`src/rtl/core/nmp_pkg.sv`:
```
// Types and constants of the NATS message parser.
// No dependencies.
`timescale 1ns / 1ps

package nmp_pkg;

  localparam int MAX_TOKENS = 4;

  localparam logic [7:0] CHAR_CR  = 8'h0D;
  localparam logic [7:0] CHAR_LF  = 8'h0A;
  localparam logic [7:0] CHAR_TAB = 8'h09;
  localparam logic [7:0] CHAR_SP  = 8'h20;

  // verb indexes, ordered as they are matched
  localparam logic [2:0] VERB_PING    = 3'd0;
  localparam logic [2:0] VERB_PONG    = 3'd1;
  localparam logic [2:0] VERB_OK      = 3'd2;
  localparam logic [2:0] VERB_ERR     = 3'd3;
  localparam logic [2:0] VERB_INFO    = 3'd4;
  localparam logic [2:0] VERB_MSG     = 3'd5;
  localparam logic [2:0] VERB_UNKNOWN = 3'd6;

  localparam logic [20:0] PAYLOAD_MAX_RESET = 21'd1048576;

  typedef enum logic [3:0] {
    MT_PING      = 4'd0,
    MT_PONG      = 4'd1,
    MT_OK        = 4'd2,
    MT_ERR       = 4'd3,
    MT_INFO      = 4'd4,
    MT_MSG       = 4'd5,
    MT_UNKNOWN   = 4'd6,
    MT_MALFORMED = 4'd7,
    MT_TOO_LONG  = 4'd8
  } msg_type_e;

  typedef struct packed {
    msg_type_e   msg_type;
    logic [11:0] text_offset;
    logic [11:0] text_length;
    logic [11:0] sid_offset;
    logic [11:0] sid_length;
    logic [11:0] reply_offset;
    logic [11:0] reply_length;
    logic        has_reply;
    logic [20:0] payload_length;
    logic [20:0] message_length;
  } res_t;

  function automatic logic [2:0] verb_len(logic [2:0] v);
    unique case (v)
      VERB_OK, VERB_MSG: return 3'd3;
      default:           return 3'd4;
    endcase
  endfunction

  function automatic logic [7:0] verb_char(logic [2:0] v, logic [1:0] idx);
    logic [31:0] txt;
    unique case (v)
      VERB_PING: txt = "PING";
      VERB_PONG: txt = "PONG";
      VERB_OK:   txt = {"+OK", 8'h00};
      VERB_ERR:  txt = "-ERR";
      VERB_INFO: txt = "INFO";
      VERB_MSG:  txt = {"MSG", 8'h00};
      default:   txt = '0;
    endcase
    unique case (idx)
      2'd0:    return txt[31:24];
      2'd1:    return txt[23:16];
      2'd2:    return txt[15:8];
      default: return txt[7:0];
    endcase
  endfunction

endpackage

```
`src/rtl/core/nats_message_parser_top.sv`:
```
// Top level of the NATS message parser: parser core plus output buffer.
// Depends on nmp_pkg, nmp_parser, nmp_out_buf.
//
// Usage:
//   Input channel: one stream byte per beat on data_byte_i, accepted when
//   in_valid_i is high and in_stall_o is low. One byte per cycle sustained while in_stall_o is low.
//   Output channel: one beat per finished message (PING, PONG, +OK, -ERR,
//   INFO, MSG, unknown, malformed MSG, over-long line), taken when
//   out_valid_o is high and out_stall_i is low.
//   Result: the byte that completes it (the LF of a non-MSG line, the last
//   trailer byte of a MSG) loads it into the output register or skid beat.
//   Each byte is handled in the cycle it is accepted; the per-byte state
//   update is the only loop, so throughput is one byte per cycle unless stalled.
//   Stall: the output register plus a one-beat skid keep bytes flowing while
//   a result waits; in_stall_o rises only while the skid beat is held, and
//   drops the cycle after out_stall_i releases.
//   Config: cfg_we_i writes max_payload_bytes from cfg_wdata_i; write only
//   while idle.
//   Reset: parser returns to the start of a control line, max_payload_bytes
//   to 1048576, output empty.
`timescale 1ns / 1ps

module nats_message_parser_top
  import nmp_pkg::*;
#(
  parameter int MAX_LINE_BYTES = 4096
) (
  input  logic        clk_i,
  input  logic        rst_ni,
  input  logic        in_valid_i,
  output logic        in_stall_o,
  input  logic [7:0]  data_byte_i,
  input  logic        cfg_we_i,
  input  logic [20:0] cfg_wdata_i,
  output logic        out_valid_o,
  input  logic        out_stall_i,
  output logic [3:0]  msg_type_o,
  output logic [11:0] text_offset_o,
  output logic [11:0] text_length_o,
  output logic [11:0] sid_offset_o,
  output logic [11:0] sid_length_o,
  output logic [11:0] reply_offset_o,
  output logic [11:0] reply_length_o,
  output logic        has_reply_o,
  output logic [20:0] payload_length_o,
  output logic [20:0] message_length_o
);

  logic accept;
  logic res_valid;
  res_t res, out;

  assign accept = in_valid_i && !in_stall_o;

  nmp_parser #(
    .MAX_LINE_BYTES(MAX_LINE_BYTES)
  ) u_parser (
    .clk_i       (clk_i),
    .rst_ni      (rst_ni),
    .accept_i    (accept),
    .data_byte_i (data_byte_i),
    .cfg_we_i    (cfg_we_i),
    .cfg_wdata_i (cfg_wdata_i),
    .res_valid_o (res_valid),
    .res_o       (res)
  );

  nmp_out_buf u_out_buf (
    .clk_i       (clk_i),
    .rst_ni      (rst_ni),
    .res_valid_i (res_valid),
    .res_i       (res),
    .out_stall_i (out_stall_i),
    .out_valid_o (out_valid_o),
    .out_o       (out),
    .in_stall_o  (in_stall_o)
  );

  assign msg_type_o       = out.msg_type;
  assign text_offset_o    = out.text_offset;
  assign text_length_o    = out.text_length;
  assign sid_offset_o     = out.sid_offset;
  assign sid_length_o     = out.sid_length;
  assign reply_offset_o   = out.reply_offset;
  assign reply_length_o   = out.reply_length;
  assign has_reply_o      = out.has_reply;
  assign payload_length_o = out.payload_length;
  assign message_length_o = out.message_length;

endmodule

```
`src/rtl/core/nmp_parser.sv`:
```
// Per-byte parser state and result generation.
// Depends on nmp_pkg.
`timescale 1ns / 1ps

module nmp_parser
  import nmp_pkg::*;
#(
  parameter int MAX_LINE_BYTES = 4096
) (
  input  logic        clk_i,
  input  logic        rst_ni,
  input  logic        accept_i,
  input  logic [7:0]  data_byte_i,
  input  logic        cfg_we_i,
  input  logic [20:0] cfg_wdata_i,
  output logic        res_valid_o,
  output res_t        res_o
);

  localparam int PW = $clog2(MAX_LINE_BYTES);

  localparam logic [1:0] PH_LINE    = 2'd0;
  localparam logic [1:0] PH_PAYLOAD = 2'd1;
  localparam logic [1:0] PH_TRAILER = 2'd2;

  typedef struct packed {
    logic [PW-1:0]                   pos;
    logic                            ovf;
    logic [5:0]                      cand;
    logic                            in_tok;
    logic [2:0]                      tcnt;
    logic [MAX_TOKENS-1:0][11:0]     toff;
    logic [MAX_TOKENS-1:0][11:0]     tlen;
    logic [20:0]                     dval;
    logic                            dvalid;
    logic [PW-1:0]                   aoff;
    logic                            askip;
  } line_t;

  function automatic logic [11:0] fit12(logic [PW-1:0] x);
    logic [PW+11:0] e;
    e = {12'b0, x};
    return e[11:0];
  endfunction

  // token arrays are left as they are
  function automatic line_t new_line(line_t s);
    line_t r;
    r        = s;
    r.pos    = '0;
    r.ovf    = 1'b0;
    r.cand   = '1;
    r.in_tok = 1'b0;
    r.tcnt   = '0;
    r.dval   = '0;
    r.dvalid = 1'b1;
    r.aoff   = '0;
    r.askip  = 1'b1;
    return r;
  endfunction

  // one byte of line content
  function automatic line_t content(line_t s, logic [7:0] c);
    line_t       r;
    logic        blank;
    logic [2:0]  vl;
    logic [1:0]  idx;
    logic [24:0] dv;
    logic [24:0] dnext;
    r     = s;
    blank = (c == CHAR_SP) || (c == CHAR_TAB);
    if (s.pos >= PW'(MAX_LINE_BYTES - 1)) begin
      r.ovf = 1'b1;
    end else begin
      for (int v = 0; v < 6; v++) begin
        vl = verb_len(3'(v));
        if (s.pos < PW'(vl)) begin
          if (c != verb_char(3'(v), s.pos[1:0])) r.cand[v] = 1'b0;
        end else if (s.pos == PW'(vl) && !blank) begin
          r.cand[v] = 1'b0;
        end
      end
      if (s.pos >= PW'(4) && s.askip && !blank) begin
        r.aoff  = s.pos;
        r.askip = 1'b0;
      end
      if (s.pos >= PW'(3)) begin
        if (blank) begin
          r.in_tok = 1'b0;
        end else if (s.in_tok) begin
          idx         = s.tcnt[1:0] - 2'd1;
          r.tlen[idx] = s.tlen[idx] + 12'd1;
        end else if (s.tcnt < 3'(MAX_TOKENS)) begin
          idx         = s.tcnt[1:0];
          r.toff[idx] = fit12(s.pos);
          r.tlen[idx] = 12'd1;
          r.tcnt      = s.tcnt + 3'd1;
          r.in_tok    = 1'b1;
          r.dval      = '0;
          r.dvalid    = 1'b1;
        end
        if (r.in_tok && r.dvalid) begin
          if (c >= "0" && c <= "9") begin
            dv    = {4'b0, r.dval};
            dnext = (dv << 3) + (dv << 1) + {21'b0, c[3:0]};
            if (dnext > 25'h1FFFFF) r.dvalid = 1'b0;
            else r.dval = dnext[20:0];
          end else begin
            r.dvalid = 1'b0;
          end
        end
      end
      r.pos = s.pos + PW'(1);
    end
    return r;
  endfunction

  logic [1:0]  phase_q, phase_d;
  line_t       st_q, st_d;
  logic        cr_q, cr_d;
  logic [20:0] seen_q, seen_d;
  logic [20:0] rem_q, rem_d;
  logic [1:0]  trl_q, trl_d;
  logic [20:0] max_pay_q;

  always_comb begin
    line_t       l1;
    logic [20:0] seen_nx;
    logic [PW-1:0] len;
    logic [PW-1:0] a;
    logic [2:0]  mv;
    logic [22:0] tot;
    logic        bad;
    phase_d     = phase_q;
    st_d        = st_q;
    cr_d        = cr_q;
    seen_d      = seen_q;
    rem_d       = rem_q;
    trl_d       = trl_q;
    res_valid_o = 1'b0;
    res_o       = '0;
    l1          = st_q;
    seen_nx     = (seen_q == '1) ? seen_q : seen_q + 21'd1;
    len         = st_q.pos;
    a           = st_q.askip ? len : st_q.aoff;
    tot         = 23'(st_q.pos) + 23'd4 + {2'b0, st_q.dval};
    bad         = (st_q.tcnt != 3'd3 && st_q.tcnt != 3'd4) || !st_q.dvalid ||
                  (st_q.dval > max_pay_q);
    mv          = VERB_UNKNOWN;
    for (int v = 5; v >= 0; v--) begin
      if (st_q.cand[v] && len >= PW'(verb_len(3'(v)))) mv = 3'(v);
    end

    if (accept_i) begin
      unique case (phase_q)
        PH_PAYLOAD: begin
          rem_d = rem_q - 21'd1;
          if (rem_d == '0) phase_d = PH_TRAILER;
        end
        PH_TRAILER: begin
          trl_d = trl_q - 2'd1;
          if (trl_d == '0) begin
            res_valid_o          = 1'b1;
            res_o.msg_type       = MT_MSG;
            res_o.message_length = tot[22:21] != 2'b0 ? '1 : tot[20:0];
            res_o.text_offset    = st_q.toff[0];
            res_o.text_length    = st_q.tlen[0];
            res_o.sid_offset     = st_q.toff[1];
            res_o.sid_length     = st_q.tlen[1];
            if (st_q.tcnt == 3'd4) begin
              res_o.reply_offset = st_q.toff[2];
              res_o.reply_length = st_q.tlen[2];
              res_o.has_reply    = 1'b1;
            end
            res_o.payload_length = st_q.dval;
            st_d    = new_line(st_q);
            phase_d = PH_LINE;
            cr_d    = 1'b0;
            seen_d  = '0;
            rem_d   = '0;
            trl_d   = '0;
          end
        end
        PH_LINE: begin
          seen_d = seen_nx;
          if (cr_q && data_byte_i == CHAR_LF) begin
            res_valid_o          = 1'b1;
            res_o.message_length = 21'(len) + 21'd2;
            if (st_q.ovf) begin
              res_o.msg_type       = MT_TOO_LONG;
              res_o.message_length = seen_nx;
            end else if (mv == VERB_ERR || mv == VERB_INFO) begin
              res_o.msg_type    = msg_type_e'({1'b0, mv});
              res_o.text_offset = fit12(a);
              res_o.text_length = fit12(len - a);
            end else if (mv != VERB_MSG) begin
              res_o.msg_type = msg_type_e'({1'b0, mv});
            end else if (bad) begin
              res_o.msg_type = MT_MALFORMED;
            end else begin
              // good MSG line: payload and trailer follow, line state kept
              res_valid_o = 1'b0;
              rem_d       = st_q.dval;
              trl_d       = 2'd2;
              phase_d     = (st_q.dval == '0) ? PH_TRAILER : PH_PAYLOAD;
            end
            if (res_valid_o) begin
              st_d   = new_line(st_q);
              cr_d   = 1'b0;
              seen_d = '0;
            end
          end else begin
            // lone CR is content, and may land in the same beat as this byte
            if (cr_q && !st_q.ovf) l1 = content(st_q, CHAR_CR);
            cr_d = (data_byte_i == CHAR_CR);
            if (data_byte_i != CHAR_CR && !l1.ovf) st_d = content(l1, data_byte_i);
            else st_d = l1;
          end
        end
        default: begin
          st_d    = new_line(st_q);
          phase_d = PH_LINE;
          cr_d    = 1'b0;
          seen_d  = '0;
        end
      endcase
    end
  end

  always_ff @(posedge clk_i or negedge rst_ni) begin
    if (!rst_ni) begin
      phase_q   <= PH_LINE;
      st_q      <= new_line(line_t'('0));
      cr_q      <= 1'b0;
      seen_q    <= '0;
      rem_q     <= '0;
      trl_q     <= '0;
      max_pay_q <= PAYLOAD_MAX_RESET;
    end else begin
      phase_q <= phase_d;
      st_q    <= st_d;
      cr_q    <= cr_d;
      seen_q  <= seen_d;
      rem_q   <= rem_d;
      trl_q   <= trl_d;
      if (cfg_we_i) max_pay_q <= cfg_wdata_i;
    end
  end

endmodule

```
`src/rtl/core/nmp_out_buf.sv`:
```
// Result register with a one-entry skid stage.
// Depends on nmp_pkg.
`timescale 1ns / 1ps

module nmp_out_buf
  import nmp_pkg::*;
(
  input  logic clk_i,
  input  logic rst_ni,
  input  logic res_valid_i,
  input  res_t res_i,
  input  logic out_stall_i,
  output logic out_valid_o,
  output res_t out_o,
  output logic in_stall_o
);

  logic out_valid_q, skid_valid_q;
  res_t out_q, skid_q;
  logic out_free;

  assign out_free    = !out_valid_q || !out_stall_i;
  assign out_valid_o = out_valid_q;
  assign out_o       = out_q;
  // upstream holds off only while the skid beat is parked
  assign in_stall_o  = skid_valid_q;

  always_ff @(posedge clk_i or negedge rst_ni) begin
    if (!rst_ni) begin
      out_valid_q  <= 1'b0;
      skid_valid_q <= 1'b0;
    end else if (skid_valid_q) begin
      if (out_free) begin
        out_valid_q  <= 1'b1;
        skid_valid_q <= 1'b0;
      end
    end else if (res_valid_i) begin
      if (out_free) out_valid_q <= 1'b1;
      else skid_valid_q <= 1'b1;
    end else if (out_free) begin
      out_valid_q <= 1'b0;
    end
  end

  always_ff @(posedge clk_i) begin
    if (skid_valid_q) begin
      if (out_free) out_q <= skid_q;
    end else if (res_valid_i) begin
      if (out_free) out_q <= res_i;
      else skid_q <= res_i;
    end
  end

endmodule

```
`config.mk`:
```
export PLATFORM = sky130hd
export DESIGN_NAME = nats_message_parser_top
export DESIGN_NICKNAME = d
export VERILOG_FILES = /design/src/rtl/core/nmp_pkg.sv /design/src/rtl/core/nats_message_parser_top.sv /design/src/rtl/core/nmp_parser.sv /design/src/rtl/core/nmp_out_buf.sv
export SDC_FILE = /design/constraint.sdc
export NUM_CORES = 1
export LEC_CHECK = 0
export ABC_AREA = 1
export BUFFER_PORTS_ARGS = -buffer_cell sky130_fd_sc_hd__buf_2
export CAP_MARGIN = 0
export CORE_MARGIN = 1
export CORE_UTILIZATION = 45
export DETAILED_ROUTE_END_ITERATION = 12
export GPL_TIMING_DRIVEN = 0
export SLEW_MARGIN = 20
export SYNTH_ARGS = -nofsm -noshare
export SYNTH_HDL_FRONTEND = slang
export SYNTH_SLANG_ARGS = --single-unit
```
`constraint.sdc`:
```
create_clock -name clk_i -period 21.9 [get_ports clk_i]
set_input_delay 2.19 -clock clk_i [delete_from_list [all_inputs] [get_ports clk_i]]
set_output_delay 2.19 -clock clk_i [all_outputs]
set_load 0.02 [all_outputs]
```
==> run summary, run 1 <==
Dividing the final minimum period by the clock period gives 34.94%. TritonCTS built the clock tree. After clock tree synthesis, the flow added hold-fix buffers numbering 0. The count of flip-flops with a built-in enable after synthesis was 238; the slew at the pin closest to its max-slew limit was 1.185 ns.

Compared with the post-synthesis result, the final layout area differs by 12.79%. The run finished with clean final reports. Worst-case setup margin in the final layout: 14.25 ns. The total area inside the core boundary comes to 66330 µm².

Detail-routed net length per standard cell: 21.83 µm. Buffers added to address setup during post-CTS repair amount to 0. Summing the sequential cell areas from Yosys gives 40.96% of the chip area. The total of cells resized after clock tree synthesis came out at 0. The filler cell count came out at 6639. In the final layout, the share of cells above drive strength 1 is 9.216%. In this run the worst path has a maximum fanout of 10. The path type of the worst setup path was in2reg.

The final number of hold-violating endpoints is 0. Global routing consumed, over all layers together, 32.89% of the routing resources. The yosys synthesis warning count came out at 0. The number of buffers and inverters on the critical path is 5, and the final clock skew is 0.01927 ns. The width of the die is 262.0 µm, and the initial core utilization is 45.87%. Clock tree synthesis inserted a total of 52 buffers. The run gives 15.67 nW as the leakage power summed over all cells. The total power density per cell area was 128.3 nW/µm²; the shortest period the worst path allows was 7.651 ns.

The routed layout has 29.92k vias. By instance count, the cell type seen most on the critical path is nand2_1. After clock tree synthesis, the clock-pin slew on the worst setup and hold paths is 0.06 ns. Synthesis produced a netlist whose cell count is 4092.

Summing every instance area after synthesis gives 30430 µm². Setup violations remaining at the end of the flow were counted as 0. In the synthesized netlist the dominant register cell turns out to be edfxtp_1. Entering global routing, the biggest net connects 89 pins. The run gives 27.54k as the number of global-route vias before repair.

The number of buffer cells added on primary ports was 151; the average footprint of a synthesized cell was 7.436 µm². Summed over all layers, the global routing overflow is 0. The worst stage delay on the critical path is 0.52 ns, and the floorplan die area is 68660 µm². The CTS root buffer was clkbuf_16. The floorplan step set the die height to 262.0 µm.

In this run, the number of DRC markers left after iteration 0 of detailed routing was 3618. The tree built by TritonCTS fans out to 450 sinks. Setup repair after global routing left no endpoint under its margin. After synthesis, the cell types taking the most area are edfxtp_1 23%, dfrtp_1 17%, nand2_1 13%, o21ai_0 7.1%, inv_1 5.7%.

After detailed routing, the total wire length is 113900 µm. The max-capacitance violation count is 0. STA classifies the critical path endpoint as a flip-flop. Cells fill 51.74% of the core in the end. The tools report the post-synth net total as 4255. The tools report the count of cell types in the netlist as 64. The area fraction of the dominant cell type after synthesis works out to 23.49%. The run gives 0.61 ns as the clock latency at the later pin of the worst-skew pair.

The run gives 7 as the initial antenna violation count. Data on the critical path is required at its endpoint by 22.40 ns. Detailed placement finished with a half-perimeter wire length of 86990 µm. The number of ports placed on the die boundary is 155. The number of placed instances, taps included, is 5118. Among all stages on the critical path, the largest delay is contributed by fa_1. The run gives 5216 as the number of standard cells in the layout, taps in and fillers out. The run gives 0 as the total count of max-transition violations in the final report. The final total negative setup slack was 0 ns. The global-route wire length before repair came out at 169800 µm.

After detailed routing, the number of remaining DRC violations is 0. The tools report the highest clock frequency the design can meet as 0.1307 GHz. The cell accounting for the most synthesized area is edfxtp_1.

The logs give 20.99% for the headroom to the max-slew limit and 13.82 ns for the pre-CTS setup slack. In this run the deepest clock path goes through 3 buffers. The detail route stage leaves a number of antenna-violating nets equal to 0. Across the VDD grid, the largest voltage drop is 0.08091 mV. In this run the number of H-tree levels came out at 2. The cell class contributing the biggest share of worst-path delay is compound AO/OA/AOI/OAI gates.

The number of iterations in the first detailed-routing pass is 8. The arrival time at the worst endpoint is 8.15 ns, and the number of register bits inferred by synthesis is 450. The detail-routed via count per cell works out to 5.735.

The initialized floorplan defines 94 standard-cell rows. The worst hold slack was 0.4811 ns; the post-synthesis async set-or-reset flop share was 47.11%. Classification of the worst-slack hold path: reg2reg. In the final design database the tool counted 4471 nets. The tools report the sort of element at the start of the critical path as an input pin. Placer's final routability congestion estimate: 1.051.
layout by cell type, fill, tap and decap left out, types with 16 or more instances in the layout:
master / n
a211oi_1: 16
a21oi_1: 258
buf_2: 183
clkbuf_1: 131
clkbuf_16: 52
dfrtp_1: 203
edfxtp_1: 238
ha_1: 125
inv_1: 464
inv_2: 16
nand2_1: 1077
nand3_1: 208
nand4_1: 35
nor2_1: 360
nor3_1: 30
o211ai_1: 36
o21ai_0: 429
o21ai_1: 74
o22ai_1: 61
xor2_1: 81
per-stage QoR:
stage                     cell area (µm²)  total power, mW
after global placement              32260            3.387
after CTS                           34320            4.313
after detailed placement            32570            3.406
final                               34320            4.403
after floorplan                     30430            2.650
after global routing                34320            4.665
logic make-up (layout without fill, tap and decap cells):
kind of cell	after synthesis	in the layout	synth area share [%]
multiplexers	2	2	0.06990
adder cells (fa/ha/maj)	129	129	5.403
XOR/XNOR	100	100	3.039
AO/OA/AOI/OAI	954	954	17.20
AND/OR/NAND/NOR	1786	1786	24.56
buffers and inverters	671	930	8.775
other	0	1	0
flip-flops	450	450	40.96
state kept, by name (all words and copies together) (netlist names):
register and count:
u_out_buf.in_stall_o 1, u_out_buf.out_o 119, u_out_buf.out_valid_o 1, u_out_buf.skid_q 119
u_parser.cr_q 1, u_parser.max_pay_q 21, u_parser.phase_q 2, u_parser.rem_q 21
u_parser.seen_q 21, u_parser.st_q 142, u_parser.trl_q 2
path summary, 6_finish.rpt:
check	cells past startpoint	to	start	slack [ns]
max	25	u_parser.st_q[34]$_DFFE_PN0P_	data_byte_i[0]	14.25
min	2	u_parser.st_q[82]$_DFFE_PN0P_	u_parser.st_q[82]$_DFFE_PN0P_	0.48
max reg2reg	26	u_parser.st_q[53]$_DFFE_PN0P_	u_parser.st_q[144]$_DFFE_PN0P_	14.70
min reg2reg	2	u_parser.st_q[82]$_DFFE_PN0P_	u_parser.st_q[82]$_DFFE_PN0P_	0.48
max in group asynchronous	3	u_parser.st_q[103]$_DFFE_PN0P_	rst_ni	19.15
min in group asynchronous	1	u_parser.max_pay_q[0]$_DFFE_PN0P_	rst_ni	1.46
Yosys cell counts (all sizes together), types with 2 or more instances:
master / instances
a22o: 2
a2111oi: 2
xor2: 86
nand3b: 3
a31oi: 5
dfrtp: 203
o211a: 2
a21o: 3
o31ai: 12
nand4: 36
a32o: 3
o221ai: 4
nand2: 1098
a21boi: 8
nor2: 383
a21oi: 258
a22oi: 7
or2: 6
nor3: 36
buf: 58
fa: 4
o21bai: 9
clkinv: 8
o21ai: 506
o21a: 3
ha: 125
o22ai: 63
o211ai: 36
inv: 482
nor4: 10
dfstp: 9
clkbuf: 123
xnor2: 14
nand3: 214
o32ai: 11
a211oi: 16
edfxtp: 238
per-layer routing:
layer / vias to the layer above / GRT usage, % / share of wire (%)
li1: 14050 / - / -
met1: 13990 / 46.92 / 43
met2: 1597 / 49.02 / 43
met3: 261 / 7.407 / 11
met4: 12 / 11.13 / 3.5
met5: - / 0 / 0.070
area by class of cell:
type	count	area, µm²	share of cell area (%)
tap	864	1081	3.150
buffer	181	827.0	2.410
inverter	490	1844	5.374
antenna	1	2.502	0.007291
multi-input combinational	2971	15320	44.64
timing repair buffer	162	1039	3.026
clock buffer	65	1390	4.050
clock inverter	32	354.1	1.032
sequential	450	12460	36.31
power breakdown:
| part | switching (mW) | leakage, nW | internal, mW | total [mW] |
|---|---|---|---|---|
| clock network | 0.380 | 0.852 | 0.524 | 0.903 |
| registers | 0.190 | 4.88 | 1.02 | 1.21 |
| logic | 1.64 | 9.94 | 0.657 | 2.29 |
worst reg2reg max path, delay by kind of cell, from the launching register on:
| kind | cells | cell delay (ns) |
|---|---|---|
| and+or+nand+nor | 11 | 2.00 |
| AOI/OAI and AO/OA | 4 | 1.07 |
| adders and majority gates | 3 | 1.08 |
| DFF | 1 | 0.69 |
| buffers and inverters | 8 | 2.24 |
(Power assumes the default switching activity.)
==> inputs of run 2 (changes only) <==
- clock period: 21.9 -> 7.8 ns (I/O delays scaled with it)
==> run summary, run 2 (synthesis results as in run 1) <==
The overflow left after global routing is 0. The initial antenna violation count came out at 6. The total of cells resized after clock tree synthesis is 0, and the die span in y is 262.0 µm. The completed layout was analyzed and its total power is 12.46 mW. Global routing used 32.99% of the available tracks across all layers.

The run finished with clean final reports. The arrival time at the worst endpoint came out at 7.77 ns. By instance count, the cell type seen most on the critical path is inv_1. For the final total negative setup slack, the log shows 0 ns. The worst setup path is of the reg2reg kind.

The width of the die was 262.0 µm; the final number of setup-violating endpoints was 0. Power spread over the standard cell area amounts to 362.0 nW/µm². Detail-routed net length per standard cell: 21.86 µm.

In this design, the stage delay of the slowest critical-path cell is 0.65 ns. For the pin with the worst max-slew slack, the measured transition is 1.128 ns. The final worst-path cycle share is 93.21%, and the total count of max-transition violations in the final report is 0.

The congestion estimate from routability-driven global placement came to 1.048. Entering global routing, the biggest net connects 92 pins. Leaving out fill and tap cells, the most frequent cells in the layout are 1077 x nand2_1, 464 x inv_1, 429 x o21ai_0.

Max-cap violations in this run came to 0. The highest clock frequency the design can meet is 0.1376 GHz. In this run the core area contains 94 standard-cell rows. The shortest period the worst path allows came out at 7.270 ns.

In this run the post-CTS setup repair buffer count came out at 0. Buffers placed on the I/O ports in this run total 151. The tools report the leakage power summed over all cells as 15.70 nW. Critical register-to-register path endpoint: u_parser.st_q[41]$_DFFE_PN0P_. The clock reaches the later pin of the worst-skew pair after 0.64 ns. The register with the most flip-flops in the layout has 142 of them. Detailed placement finished with a half-perimeter wire length of 87260 µm. Reg-to-reg critical path startpoint: u_parser.st_q[144]$_DFFE_PN0P_.

The library cell used most frequently in the layout, excluding fill and tap cells, is nand2_1. Along the worst path, the maximum fanout reaches 10. The final layout contains routed wiring with a total length of 114000 µm. For this configuration, the core starts out at a cell density of 45.87%.

VDD sags by at most 0.2530 mV. The length in cells of the worst reg-to-reg path works out to 26. STA puts the critical path data required time at 8.30 ns. The tools report the CTS root buffer as clkbuf_16. The tools report the final clock skew as 0.02949 ns. The final route contains 30.10k vias. For flop-to-flop paths, the worst setup slack is 0.53 ns.

For this block, the initial DRC count from the detailed router was 3794. TritonCTS built the clock tree. Once detail routing completed, the nets flagged for antenna violations numbered 0.

Global-route wire length before repair: 169900 µm. Counting the buffers created by CTS gives 51. The final layout contains 4471 nets. The detail-routed via count per cell was 5.770.

After floorplanning, the core was sized to cover 66330 µm². The fraction of layout instances using a drive strength above 1 was 9.264%; the largest buffer count on any clock path was 3. The number of hold buffers added after CTS was 0. 155 I/O pins were placed. The run gives 2 as the number of levels in the clock H-tree. The number of global-route vias before repair was 27.37k. Relative to the synthesized area, the layout overhead comes to 13.13%.

Setup repair after global routing left no endpoint under its margin. Headroom to the max-slew limit: 24.80%. The slowest cell on the critical path is dfrtp_1. In the routed design, unresolved DRC markers number 0. Number of iterations in the first detailed-routing pass: 7. The worst setup path is launched from a flip-flop. The min-delay analysis places its worst path in the category in2async. Clock-pin slew reported for the worst setup and hold paths after clock tree synthesis: 0.07 ns. The die covers 68660 µm².

The clock net in this run drives a total of 450 sinks. The register with the most flip-flops is u_parser.st_q. STA classifies the critical path endpoint as a flip-flop.

The final number of hold-violating endpoints came out at 0.
-- run 2: cell types whose count changed in the layout (fill, tap and decap cells not counted), moves of 2 or more --
| cell | previous run | this run |
|---|---|---|
| bufinv_16 | 6 | 9 |
| clkbuf_8 | 4 | 1 |
| clkinv_1 | 12 | 10 |
| clkinv_16 | 0 | 2 |
| clkinvlp_4 | 3 | 5 |
-- run 2: worst max path at each step --
stage | startpoint | endpoint | slack [ns]
2_1_floorplan | u_parser.st_q[143]$_DFFE_PN0P_ | u_out_buf.skid_q[0]$_DFFE_PP_ | 0.10
3_3_place_gp | u_parser.st_q[143]$_DFFE_PN0P_ | u_out_buf.skid_q[70]$_DFFE_PP_ | -3.87
3_5_place_dp | u_parser.st_q[144]$_DFFE_PN0P_ | u_parser.st_q[69]$_DFFE_PN0P_ | 0.80
4_1_cts | u_parser.st_q[144]$_DFFE_PN0P_ | u_parser.st_q[69]$_DFFE_PN0P_ | 0.81
5_1_grt | u_parser.st_q[144]$_DFFE_PN0P_ | u_parser.st_q[53]$_DFFE_PN0P_ | 0.11
6_report | u_parser.st_q[144]$_DFFE_PN0P_ | u_parser.st_q[41]$_DFFE_PN0P_ | 0.53
-- run 2: area by class of cell --
class / instances / area (µm²)
Sequential cell: 450 / 12460
Timing Repair Buffer: 163 / 1066
Antenna cell: 2 / 5.005
Clock inverter: 35 / 498.0
Tap cell: 864 / 1081
Fill cell: 6591 / 31910
Multi-Input combinational cell: 2971 / 15320
Inverter: 490 / 1844
Clock buffer: 60 / 1320
Buffer: 181 / 827.0
-- run 2: worst max-delay path, delay by kind of cell (launching register included) --
| kind | cells | cell delay [ns] |
|---|---|---|
| adder cells (fa/ha/maj) | 3 | 1.08 |
| flip-flops | 1 | 0.65 |
| AO/OA/AOI/OAI | 3 | 0.84 |
| AND/OR/NAND/NOR | 12 | 2.20 |
| buffers and inverters | 8 | 2.34 |
-- run 2: routing by layer --
layer | up-vias | track usage, % | wire (µm)
met5 | - | 0 | 46
li1 | 14030 | - | -
met2 | 1660 | 49.33 | 48500
met3 | 312 | 6.954 | 12690
met4 | 8 | 11.93 | 4514
met1 | 14080 | 46.92 | 48240
-- run 2: power by group --
group	total, mW	internal [mW]	switching (mW)	leakage (nW)
Combinational	6.47	1.84	4.62	9.95
Sequential	3.38	2.86	0.526	4.88
Clock	2.61	1.53	1.08	0.873
-- run 2: per-stage QoR --
| step | setup slack (ns) | instance area [µm²] | util, % | instances | hold slack [ns] |
|---|---|---|---|---|---|
| final | 0.5300 | 34420 | 51.90 | 5216 | 0.05548 |
| after global routing | 0.1077 | 34420 | 51.89 | 5214 | 0.07833 |
| after CTS | 0.8082 | 34420 | 51.89 | 5214 | 0.07519 |
| after detailed placement | 0.8010 | 32600 | 49.15 | 5119 | 0.4700 |
| after global placement | -3.872 | 32270 | 48.65 | 5107 | 0.4656 |
| after floorplan | 0.1014 | 30430 | - | 4092 | 0.4488 |
